[src/hw/rtl/lst_pkg.sv]
package lst_pkg;

    // Defaults for the top-level parameters
    localparam int DEF_SESSION_SLOTS = 8;
    localparam int DEF_MIN_FRAME_LEN = 10;

    // Field widths
    localparam int TIME_W = 48;
    localparam int CNT_W  = 32;
    localparam int KEY_W  = 48;
    localparam int CFG_W  = 32;

    localparam logic [7:0]       START_MARK     = 8'hFD;
    localparam logic [CFG_W-1:0] HB_TIMEOUT_RST = 32'd5000;

    // Decoder outcome codes that admit a frame
    localparam logic [1:0] KIND_HEARTBEAT = 2'd1;
    localparam logic [1:0] KIND_OTHER     = 2'd2;

    typedef enum logic [1:0] {
        OP_INGEST    = 2'd0,
        OP_TICK      = 2'd1,
        OP_RECONNECT = 2'd2
    } t_op;

    typedef enum logic [2:0] {
        SEQ_NONE     = 3'd0,
        SEQ_FIRST    = 3'd1,
        SEQ_IN_ORDER = 3'd2,
        SEQ_GAP      = 3'd3,
        SEQ_DUP      = 3'd4
    } t_seq_class;

    typedef enum logic [2:0] {
        LINK_UNKNOWN    = 3'd0,
        LINK_HEALTHY    = 3'd1,
        LINK_DEGRADED   = 3'd2,
        LINK_LOST       = 3'd3,
        LINK_RECOVERING = 3'd4
    } t_link;

    typedef enum logic {
        ST_IDLE,
        ST_UPDATE
    } t_state;

    // One session slot as stored in the state memory
    typedef struct packed {
        logic [KEY_W-1:0]  key;
        logic              seq_started;
        logic [7:0]        seq_last;
        logic [CNT_W-1:0]  cnt_rcv;
        logic [CNT_W-1:0]  cnt_lost;
        logic [CNT_W-1:0]  cnt_dup;
        logic [TIME_W-1:0] last_rx;
        logic [TIME_W-1:0] last_hb;
        logic              hb_seen;
        logic              hb_healthy;
        t_link             mode;
    } t_entry;

    localparam int ENTRY_W = $bits(t_entry);

    // Captured input transaction
    typedef struct packed {
        t_op               op;
        logic [2:0]        session;
        logic [KEY_W-1:0]  key;
        logic [TIME_W-1:0] time_ms;
        logic [8:0]        frame_length;
        logic [7:0]        start_byte;
        logic [7:0]        seq;
        logic [1:0]        msg_kind;
        logic              msg_healthy;
    } t_item;

    // Write-back request toward the state memory
    typedef struct packed {
        logic   we;
        t_entry entry;
    } t_wb;

    typedef struct packed {
        logic             accepted;
        logic             slot_opened;
        t_seq_class       seq_class;
        t_link            link_status;
        logic             found;
        logic [CNT_W-1:0] received_count;
        logic [CNT_W-1:0] lost_count;
        logic [CNT_W-1:0] duplicate_count;
        logic [7:0]       last_seq;
        logic             hb_seen;
        logic             hb_ok;
    } t_result;

endpackage

[src/hw/rtl/lst_ram.sv]
module lst_ram import lst_pkg::*; #(
    parameter int WIDTH = ENTRY_W,
    parameter int DEPTH = DEF_SESSION_SLOTS,
    localparam int AW   = (DEPTH > 1) ? $clog2(DEPTH) : 1
) (
    input  logic             i_clk,
    input  logic             i_we,
    input  logic [AW-1:0]    i_waddr,
    input  logic [WIDTH-1:0] i_wdata,
    input  logic             i_re,
    input  logic [AW-1:0]    i_raddr,
    output logic [WIDTH-1:0] o_rdata
);

    logic [WIDTH-1:0] r_mem [DEPTH];
    logic [WIDTH-1:0] r_rdata;

    // Write port and registered read port
    always_ff @(posedge i_clk) begin
        if (i_we) begin
            r_mem[i_waddr] <= i_wdata;
        end
        if (i_re) begin
            r_rdata <= r_mem[i_raddr];
        end
    end

    assign o_rdata = r_rdata;

endmodule

[src/hw/rtl/lst_update.sv]
module lst_update import lst_pkg::*; #(
    parameter int SESSION_SLOTS = DEF_SESSION_SLOTS,
    parameter int MIN_FRAME_LEN = DEF_MIN_FRAME_LEN
) (
    input  t_item            i_item,
    input  logic             i_slot_valid,
    input  t_entry           i_rd_entry,
    input  logic [CFG_W-1:0] i_hb_timeout,
    output t_wb              o_wb,
    output t_result          o_result
);

    t_entry            cur;
    t_entry            upd;
    t_result           res;
    logic              in_range;
    logic              frame_ok;
    logic              key_ok;
    logic              timed_out;
    logic [7:0]        seq_expect;
    logic [7:0]        gap;
    logic [TIME_W-1:0] hb_age;

    // An empty slot reads as cleared, carrying the incoming key
    always_comb begin
        cur = i_slot_valid ? i_rd_entry : '0;
        if (!i_slot_valid) begin
            cur.key = i_item.key;
        end
    end

    // Frame checks, sequence arithmetic and heartbeat age
    always_comb begin
        in_range   = {6'd0, i_item.session} < 9'(SESSION_SLOTS);
        frame_ok   = (i_item.frame_length >= 9'(MIN_FRAME_LEN))
                  && (i_item.start_byte == START_MARK)
                  && ((i_item.msg_kind == KIND_HEARTBEAT) || (i_item.msg_kind == KIND_OTHER));
        key_ok     = (cur.key == i_item.key);
        seq_expect = cur.seq_last + 8'd1;
        gap        = i_item.seq - seq_expect;
        hb_age     = i_item.time_ms - cur.last_hb;
        timed_out  = (cur.last_hb != '0) && (i_item.time_ms > cur.last_hb)
                  && (hb_age > TIME_W'(i_hb_timeout));
    end

    // Modify the slot and build the result
    always_comb begin
        upd      = cur;
        res      = '0;
        o_wb.we  = 1'b0;
        if (in_range) begin
            unique case (i_item.op)
                OP_INGEST: begin
                    if (frame_ok && key_ok) begin
                        o_wb.we         = 1'b1;
                        res.slot_opened = !i_slot_valid;
                        res.found       = 1'b1;
                        if (cur.seq_started && (i_item.seq == cur.seq_last)) begin
                            upd.cnt_dup   = cur.cnt_dup + CNT_W'(1);
                            res.seq_class = SEQ_DUP;
                        end else begin
                            if (!cur.seq_started) begin
                                upd.seq_started = 1'b1;
                                res.seq_class   = SEQ_FIRST;
                            end else if (i_item.seq == seq_expect) begin
                                res.seq_class = SEQ_IN_ORDER;
                            end else begin
                                upd.cnt_lost  = cur.cnt_lost + CNT_W'(gap);
                                upd.mode      = LINK_DEGRADED;
                                res.seq_class = SEQ_GAP;
                            end
                            upd.seq_last = i_item.seq;
                            upd.cnt_rcv  = cur.cnt_rcv + CNT_W'(1);
                            upd.last_rx  = i_item.time_ms;
                            res.accepted = 1'b1;
                            // Heartbeat decides the final link state
                            if (i_item.msg_kind == KIND_HEARTBEAT) begin
                                upd.hb_seen    = 1'b1;
                                upd.hb_healthy = i_item.msg_healthy;
                                upd.last_hb    = i_item.time_ms;
                                upd.mode       = i_item.msg_healthy ? LINK_HEALTHY
                                                                    : LINK_DEGRADED;
                            end
                        end
                    end
                end
                OP_TICK: begin
                    if (i_slot_valid) begin
                        o_wb.we   = 1'b1;
                        res.found = 1'b1;
                        if (timed_out) begin
                            upd.mode = LINK_LOST;
                        end
                    end
                end
                OP_RECONNECT: begin
                    upd       = '0;
                    upd.key   = i_item.key;
                    upd.mode  = LINK_RECOVERING;
                    o_wb.we   = 1'b1;
                    res.found = 1'b1;
                end
                default: begin
                end
            endcase
        end
        // Snapshot of the updated slot
        if (res.found) begin
            res.link_status     = upd.mode;
            res.received_count  = upd.cnt_rcv;
            res.lost_count      = upd.cnt_lost;
            res.duplicate_count = upd.cnt_dup;
            res.last_seq        = upd.seq_last;
            res.hb_seen         = upd.hb_seen;
            res.hb_ok           = upd.hb_healthy;
        end
        o_wb.entry = upd;
        o_result   = res;
    end

endmodule

[src/hw/rtl/link_sequence_session_tracker.sv]
// Channel   | Handshake                       | Payload
// ----------+---------------------------------+----------------------------------
// command   | start, busy (take: start&!busy) | i_op, i_session, tags, time, frame
// result    | o_done, one-cycle strobe        | o_accepted .. o_hb_ok
// config    | i_cfg_valid, o_cfg_ready        | i_cfg_data (heartbeat timeout, ms)
//
// For each transaction, the accepting edge captures the command and issues the
// state RAM read; in the next cycle (busy high) the slot is modified and
// written back, so the next read of any slot already sees it.
// o_done is high in the cycle after the update cycle; a new command can be taken
// at the same edge at which that result is taken.
// Reset is synchronous; slot valid bits clear at once, so no clearing pass runs.
// The receiver cannot stall; results are never held back.
module link_sequence_session_tracker import lst_pkg::*; #(
    parameter int SESSION_SLOTS = DEF_SESSION_SLOTS,
    parameter int MIN_FRAME_LEN = DEF_MIN_FRAME_LEN
) (
    input  logic             i_clk,
    input  logic             i_rst_n,
    input  logic             start,
    output logic             busy,
    input  logic [1:0]       i_op,
    input  logic [2:0]       i_session,
    input  logic [15:0]      i_vehicle_tag,
    input  logic [15:0]      i_source_tag,
    input  logic [47:0]      i_time_ms,
    input  logic [8:0]       i_frame_length,
    input  logic [7:0]       i_start_byte,
    input  logic [7:0]       i_sequence_req,
    input  logic [1:0]       i_msg_kind,
    input  logic             i_msg_healthy,
    input  logic [7:0]       i_sysid,
    input  logic [7:0]       i_compid,
    input  logic             i_cfg_valid,
    output logic             o_cfg_ready,
    input  logic [CFG_W-1:0] i_cfg_data,
    output logic             o_done,
    output logic             o_accepted,
    output logic             o_slot_opened,
    output logic [2:0]       o_seq_class,
    output logic [2:0]       o_link_status,
    output logic             o_found,
    output logic [31:0]      o_received_count,
    output logic [31:0]      o_lost_count,
    output logic [31:0]      o_duplicate_count,
    output logic [7:0]       o_last_seq,
    output logic             o_hb_seen,
    output logic             o_hb_ok
);

    localparam int SLOT_AW = (SESSION_SLOTS > 1) ? $clog2(SESSION_SLOTS) : 1;

    t_state               r_state;
    t_state               n_state;
    t_item                r_item;
    t_item                n_item;
    logic [SESSION_SLOTS-1:0] r_slot_valid;
    logic [CFG_W-1:0]     r_hb_timeout;
    logic                 r_done;
    t_result              r_result;
    logic                 in_accept;
    logic                 ram_we;
    logic [SLOT_AW-1:0]   rd_addr;
    logic [SLOT_AW-1:0]   wr_addr;
    logic [ENTRY_W-1:0]   rd_data;
    t_wb                  wb;
    t_result              upd_result;

    // Capture the command
    always_comb begin
        n_item.op           = t_op'(i_op);
        n_item.session      = i_session;
        n_item.key          = {i_vehicle_tag, i_source_tag, i_sysid, i_compid};
        n_item.time_ms      = i_time_ms;
        n_item.frame_length = i_frame_length;
        n_item.start_byte   = i_start_byte;
        n_item.seq          = i_sequence_req;
        n_item.msg_kind     = i_msg_kind;
        n_item.msg_healthy  = i_msg_healthy;
    end

    assign rd_addr = SLOT_AW'(i_session);
    assign wr_addr = SLOT_AW'(r_item.session);

    // Next state
    always_comb begin
        n_state = r_state;
        unique case (r_state)
            ST_IDLE:   if (start) n_state = ST_UPDATE;
            ST_UPDATE: n_state = ST_IDLE;
            default:   n_state = ST_IDLE;
        endcase
    end

    // State outputs
    always_comb begin
        busy        = (r_state == ST_UPDATE);
        o_cfg_ready = (r_state == ST_IDLE);
        in_accept   = start && (r_state == ST_IDLE);
        ram_we      = (r_state == ST_UPDATE) && wb.we;
    end

    // Control registers
    always_ff @(posedge i_clk) begin
        if (!i_rst_n) begin
            r_state      <= ST_IDLE;
            r_slot_valid <= '0;
            r_hb_timeout <= HB_TIMEOUT_RST;
            r_done       <= 1'b0;
        end else begin
            r_state <= n_state;
            r_done  <= busy;
            if (ram_we) begin
                r_slot_valid[wr_addr] <= 1'b1;
            end
            if (i_cfg_valid && o_cfg_ready) begin
                r_hb_timeout <= i_cfg_data;
            end
        end
    end

    // Hold the command and the result
    always_ff @(posedge i_clk) begin
        if (in_accept) begin
            r_item <= n_item;
        end
        if (busy) begin
            r_result <= upd_result;
        end
    end

    lst_ram #(
        .WIDTH (ENTRY_W),
        .DEPTH (SESSION_SLOTS)
    ) u_state_ram (
        .i_clk   (i_clk),
        .i_we    (ram_we),
        .i_waddr (wr_addr),
        .i_wdata (wb.entry),
        .i_re    (in_accept),
        .i_raddr (rd_addr),
        .o_rdata (rd_data)
    );

    lst_update #(
        .SESSION_SLOTS (SESSION_SLOTS),
        .MIN_FRAME_LEN (MIN_FRAME_LEN)
    ) u_update (
        .i_item       (r_item),
        .i_slot_valid (r_slot_valid[wr_addr]),
        .i_rd_entry   (t_entry'(rd_data)),
        .i_hb_timeout (r_hb_timeout),
        .o_wb         (wb),
        .o_result     (upd_result)
    );

    // Drive the result ports
    assign o_done            = r_done;
    assign o_accepted        = r_result.accepted;
    assign o_slot_opened     = r_result.slot_opened;
    assign o_seq_class       = r_result.seq_class;
    assign o_link_status     = r_result.link_status;
    assign o_found           = r_result.found;
    assign o_received_count  = r_result.received_count;
    assign o_lost_count      = r_result.lost_count;
    assign o_duplicate_count = r_result.duplicate_count;
    assign o_last_seq        = r_result.last_seq;
    assign o_hb_seen         = r_result.hb_seen;
    assign o_hb_ok           = r_result.hb_ok;

endmodule

[config.mk]
export PLATFORM = sky130hd
export DESIGN_NAME = link_sequence_session_tracker
export DESIGN_NICKNAME = d
export VERILOG_FILES = /design/src/hw/rtl/lst_pkg.sv /design/src/hw/rtl/lst_ram.sv /design/src/hw/rtl/lst_update.sv /design/src/hw/rtl/link_sequence_session_tracker.sv
export SDC_FILE = /design/constraint.sdc
export NUM_CORES = 2
export LEC_CHECK = 0
export ABC_AREA = 0
export BUFFER_PORTS_ARGS = -buffer_cell sky130_fd_sc_hd__buf_4
export CAP_MARGIN = 20
export CORE_MARGIN = 5
export CORE_UTILIZATION = 40
export CTS_CLUSTER_DIAMETER = 30
export DETAILED_ROUTE_END_ITERATION = 8
export SKIP_LAST_GASP = 1
export SYNTH_ARGS = -nofsm -noshare
export SYNTH_HDL_FRONTEND = slang
export SYNTH_SLANG_ARGS = --single-unit
[constraint.sdc]
create_clock -name i_clk -period 24.4 [get_ports i_clk]
set_input_delay 7.32 -clock i_clk [delete_from_list [all_inputs] [get_ports i_clk]]
set_output_delay 7.32 -clock i_clk [all_outputs]
set_load 0.02 [all_outputs]
Yosys cells after proc, flatten, opt, wreduce, memory -nomap -nowiden

Memories as Yosys holds them, arrays and structs flattened. A register that Yosys moved wholly into a read port is not among the register bits.
Index checks and enable logic that the tools add are counted.

Equality and inequality tests: 8
$mul: 0
Bitwise gates (word level): 5
Muxes and demuxes: 32
Reductions and logical operators: 17
$lt $le $gt $ge: 5
Shift-type cells: 0
Div/mod/pow operators: 0
$add $sub $neg: 6

Operators by type and width:

| cell                  | count |
|---|---|
| $pmux 203 s2          | 1 |
| $mux 254              | 1 |
| $mux 206              | 1 |
| $mux 101              | 1 |
| $mux 32               | 3 |
| $mux 48               | 2 |
| $mux 73               | 1 |
| $add 32x1->32 const B | 2 |
| $mux 53               | 1 |
| $eq 48x48->1          | 1 |
| $gt 48x32->1          | 1 |
| $gt 48x48->1          | 1 |
| $reduce_bool 48->1    | 1 |
| $sub 48x48->48        | 1 |
| $add 32x8->32         | 1 |
| $mux 3                | 6 |
| $eq 8x8->1            | 2 |
| $logic_and 1x1->1     | 10 |
| $ge 9x4->1 const B    | 1 |
| $mux 1                | 9 |
| $pmux 3 s3            | 1 |
| $add 8x1->8 const B   | 1 |
| $eq 8x8->1 const B    | 1 |
| $or 8x8->8            | 1 |
| other kinds (17)      | 22 |

Bits in latches: 0
Input bits: 165
Memories kept: 1
ROM bits: 0
Register bits after elaboration: 286
Output and inout bits: 118
Word-level logic and storage cells: 100
RAM bits: 2032

Memory list:

| name              | words | width | read ports | clocked after memory_dff | write ports | line          | RTL |
|---|---|---|---|---|---|---|---|
| u_state_ram.r_mem | 8     | 254   | 1          | 1                        | 1           | lst_ram.sv:15 | `logic [WIDTH-1:0] r_mem [DEPTH];` |

Depth between registers and ports, before layout

Word-level depth: 11
Mapped depth: 34
Mapped depth without buffers: 29

Hierarchy

Synthesis repeated with hierarchy kept, for this count alone.

Cell total of the unflattened synthesis: 5676
Area total of the unflattened synthesis: 104385.1 µm²

Modules (own cells, without submodules):

| module                        | seq. area each (µm²) | area an instance (µm²) | instances | cells each |
|---|---|---|---|---|
| lst_ram                       | 68645.8              | 83731.6                | 1         | 3203 |
| lst_update                    | 0.0                  | 11723.7                | 1         | 2049 |
| link_sequence_session_tracker | 8167.8               | 8929.8                 | 1         | 424 |

Worst setup path after synthesis

Ideal clock, no wire load.

Kind: in2reg
Start point: in start
End point: reg r_state (netlist: busy)
Arrival time: 22.638 ns
Library setup time: 0.143 ns
Data required time: 24.257 ns
Stages: 2
Setup slack: 1.618 ns
Cells stage by stage: nor2b_1 > and2_1

Word-level cells in the longest chain between the ends: 2

Ends and longest elaborated chain:

| element              | line                                 | RTL |
|---|---|---|
| from (decl)          | link_sequence_session_tracker.sv:20  | `input logic start,` |
| $mux 1               | link_sequence_session_tracker.sv:89  | `ST_IDLE: if (start) n_state = ST_UPDATE;` |
| $pmux 1 s2           | link_sequence_session_tracker.sv:88  | `unique case (r_state)` |
| to (signal assigned) | link_sequence_session_tracker.sv:111 | `r_state <= n_state;` |
| to (decl)            | link_sequence_session_tracker.sv:53  | `t_state r_state;` |

No other way between the ends.
A chain may end at the register's enable or synchronous reset.

==> metrics.md <==
| Metric | Value |
|---|---|
| CTS root buffer | clkbuf_16 |
| Fmax | 0.09273 GHz |
| Yosys cell types | 80 |
| Post-CTS Setup Bufs | 0 |
| Vias in the first global route | 49.38k |
| Register area share after synthesis | 73.21% |
| Total GRT Usage | 18.73% |
| Nature of the critical path startpoint | input port |
| Starting density of the core | 40.18% |
| Post-Syn Nets | 5065 |
| CP peak stage delay | 0.91 ns |
| Max-cap violation count | 0 |
| Clk pwr share | 56.9% |
| Cell Chain, Critical Path | buf_8 -> buf_4 -> buf_4 -> buf_4 -> mux4_2 -> mux2_2 |
| Sw frac | 20.58% |
| Slew headroom | 25.78% |
| Setup WS post-layout | 13.62 ns |
| Measured slew at the worst slew-check pin | 1.103 ns |
| Period minus WS final | 10.78 ns |
| Area post-placement | 92800 um^2 |
| Buf/Inv on CP | 4 |
| IO Count | 283 |
| Total number of yosys warnings | 0 |
| Clock Tree Buf Depth | 4 |
| Clk_lat worst skew | 0.97 ns |
| Via Count | 46.90k |
| TritonRoute pass-1 iters | 6 |
| Area delta synth->final | 23.60% |
| # nets final | 5629 |
| Post-CTS Hold Buffers | 0 |
| Final WL | 217.3 mm |
| Setup WS pre-CTS | 12.55 ns |
| IO buf count | 281 |
| Setup TNS | 0 ns |
| Hpwl dp | 119.1 mm |
| Sequential share of power | 39.5% |
| Share of power burned in combinational logic | 3.6% |
| Core Rows | 171 |
| Internal power | 8.274 mW |
| Post-synth EDFFs | 2097 |
| Hold Crit Class | reg2reg |
| Fin area | 107700 um^2 |
| Synth Instances | 4797 |
| Synth Flop Type | edfxtp_1 |
| RSZ-0062 raised after global routing | false |
| Top cell family by delay on the critical path | buffers and inverters |
| Via-to-Cell Ratio | 5.468 |
| Worst Skew | 0.09293 ns |
| Max FO, Critical Path | 90 |
| Drc violations | 0 |
| Global-route wire length before repair | 320.4 mm |
| Status | completed |
| Die area | 227300 um^2 |
| Total gr overflow | 0 |
| Final Max Slew Viols | 0 |
| Post_cts resized | 0 |
| WL per Instance | 25.34 um |
| CTS tree | yes |
| Num CTS Buffers | 441 |
| Clock Pin Slew Worst Setup and Hold Paths | 0.04 ns |
| Antenna violations before repair | 8 |
| Endpoints failing hold | 0 |
| P_leak | 34.31 nW |
| Iter 0 DRT Violations | 4160 |
| Die W | 476.8 um |
| ANT nets after route | 0 |
| WP data required | 25.03 ns |
| CTS H-Tree Depth | 5 |
| Clock Sinks | 2139 |
| GP Congestion | 0.8499 |
| WP data arrival | 11.42 ns |
| CP max-delay cell | buf_4 |
| Core area | 217000 um^2 |
| Final period utilization | 44.20% |
| Critical Path Sink Type | register |
| Count of state elements after synthesis | 2139 |
| Net Sw Power | 2.144 mW |
| R2r setup slk | 14.34 ns |
| Asr flop ratio synth | 0% |
| Avg Synthesized Cell Area | 18.17 um^2 |
| Die Ht | 476.8 um |
| Layout cell share with drive strength beyond 1 | 30.22% |
| Synth Cell Area | 87160 um^2 |
| PwrDens | 96.71 nW/um^2 |
| VDD IR max | 71.09 uV |
| Cell mode on critical path | buf_4 |
| Final setup fails | 0 |
| Largest net degree at the start of global routing | 148 |
| Setup CP Type | in2reg |
[path summary, 6_finish.rpt]
kind                   start                       end  cells after the start
min          r_slot_valid[0]           r_slot_valid[0]                      1
max             i_session[1]  u_state_ram.o_rdata[179]                      6
max reg2reg       wr_addr[0]          o_link_status[2]                     26
min reg2reg  r_slot_valid[0]           r_slot_valid[0]                      1
[area by class of cell]
cell class / instances / area (um^2)
multi-input cells: 2332 / 22220
clock buffers: 500 / 11380
fillers: 17770 / 109200
clock inverters: 303 / 3511
diodes: 2 / 5.005
inverters: 98 / 367.9
flip-flops and latches: 2139 / 63820
well taps: 2854 / 3571
repair buffers: 349 / 2860
[cells in the final DEF, fill, tap and decap left out, types with 74 or more instances in the layout]
cell type  netlist  layout
mux4_2         412     412
inv_1           98      97
ha_1           100     100
edfxtp_1      2097    2097
nand2_1        295     294
clkbuf_16        0     446
buf_4            0     328
a21oi_1        157     157
xor2_1          74      74
xnor2_1         89      89
nor2_1         303     297
mux2_2         245     245
[synthesized netlist by cell type, types with 6 or more instances]
| library cell | count | area (um^2) |
|---|---|---|
| o22ai_1 | 68 | 425.4 |
| or3_1 | 7 | 43.79 |
| mux2_2 | 245 | 2759 |
| a21o_1 | 25 | 187.7 |
| and3_1 | 31 | 193.9 |
| nor2b_1 | 19 | 118.9 |
| a21boi_0 | 31 | 232.7 |
| a31oi_1 | 7 | 43.79 |
| clkbuf_1 | 159 | 596.8 |
| ha_1 | 100 | 1251 |
| o2111ai_1 | 6 | 52.55 |
| nor4_1 | 35 | 219.0 |
| a22oi_1 | 8 | 60.06 |
| nor3_1 | 46 | 230.2 |
| buf_1 | 51 | 191.4 |
| xnor2_1 | 89 | 779.5 |
| and2_1 | 37 | 231.5 |
| edfxtp_1 | 2097 | 62970 |
| nand2_1 | 295 | 1107 |
| nand4_1 | 60 | 375.4 |
| buf_2 | 18 | 90.09 |
| xor2_1 | 74 | 648.1 |
| nand3_1 | 50 | 250.2 |
| dfxtp_1 | 42 | 840.8 |
| mux4_2 | 412 | 9279 |
| nand2b_1 | 30 | 187.7 |
| nor2_1 | 303 | 1137 |
| a21oi_1 | 157 | 785.8 |
| o211ai_1 | 17 | 127.6 |
| inv_1 | 98 | 367.9 |
| o21a_1 | 13 | 97.59 |
| o21ai_0 | 65 | 325.3 |
| a211oi_1 | 6 | 45.04 |
[cells by family (layout without fill, tap and decap cells)]
| logic type | count (synthesis) | after routing | synth area share, % |
|---|---|---|---|
| other | 0 | 2 | 0 |
| adder cells (fa/ha/maj) | 103 | 103 | 1.504 |
| flip-flops | 2139 | 2139 | 73.21 |
| multiplexers | 663 | 663 | 13.88 |
| buffers and inverters | 326 | 1250 | 1.430 |
| XOR/XNOR | 163 | 163 | 1.638 |
| AO/OA/AOI/OAI | 453 | 453 | 3.246 |
| AND/OR/NAND/NOR | 950 | 950 | 5.092 |
[metal layers]
layer | GRT usage (%) | up-vias | share of wire (%)
met3 | 3.395 | 431 | 5.7
met2 | 30.52 | 1580 | 48
li1 | - | 20420 | -
met4 | 7.546 | 0 | 3.8
met1 | 25.06 | 24470 | 42
met5 | 0 | - | 0
[power groups by stage]
stage	clock network, mW	registers, mW	logic (mW)
floorplan	0	4.20	0.239
global placement	0	4.18	0.370
detailed placement	0	4.18	0.373
CTS	6.02	4.12	0.374
global route	6.22	4.12	0.402
finish	5.93	4.12	0.370
[state kept, by name, indices dropped and copies added, names as in the netlist, 3 cells and up]
| signal | count |
|---|---|
| o_received_count | 32 |
| r_slot_valid | 8 |
| r_hb_timeout | 32 |
| o_lost_count | 32 |
| o_duplicate_count | 32 |
| wr_addr | 3 |
| o_last_seq | 8 |
| u_state_ram.o_rdata | 206 |
| u_state_ram.r_mem | 1648 |
| o_seq_class | 3 |
| o_link_status | 3 |
| r_item | 125 |
[through the flow]
stage	cells	utilization, %	hold WS [ns]	power, mW
2_1_floorplan	4797	-	0.4322	4.435
3_3_place_gp	7769	42.76	0.4473	4.551
3_5_place_dp	7770	42.77	0.4452	4.555
4_1_cts	8573	49.64	0.4552	10.51
5_1_grt	8576	49.66	0.4814	10.74
6_report	8577	49.66	0.4525	10.42
Note: power is estimated with default switching activity, not from simulation.
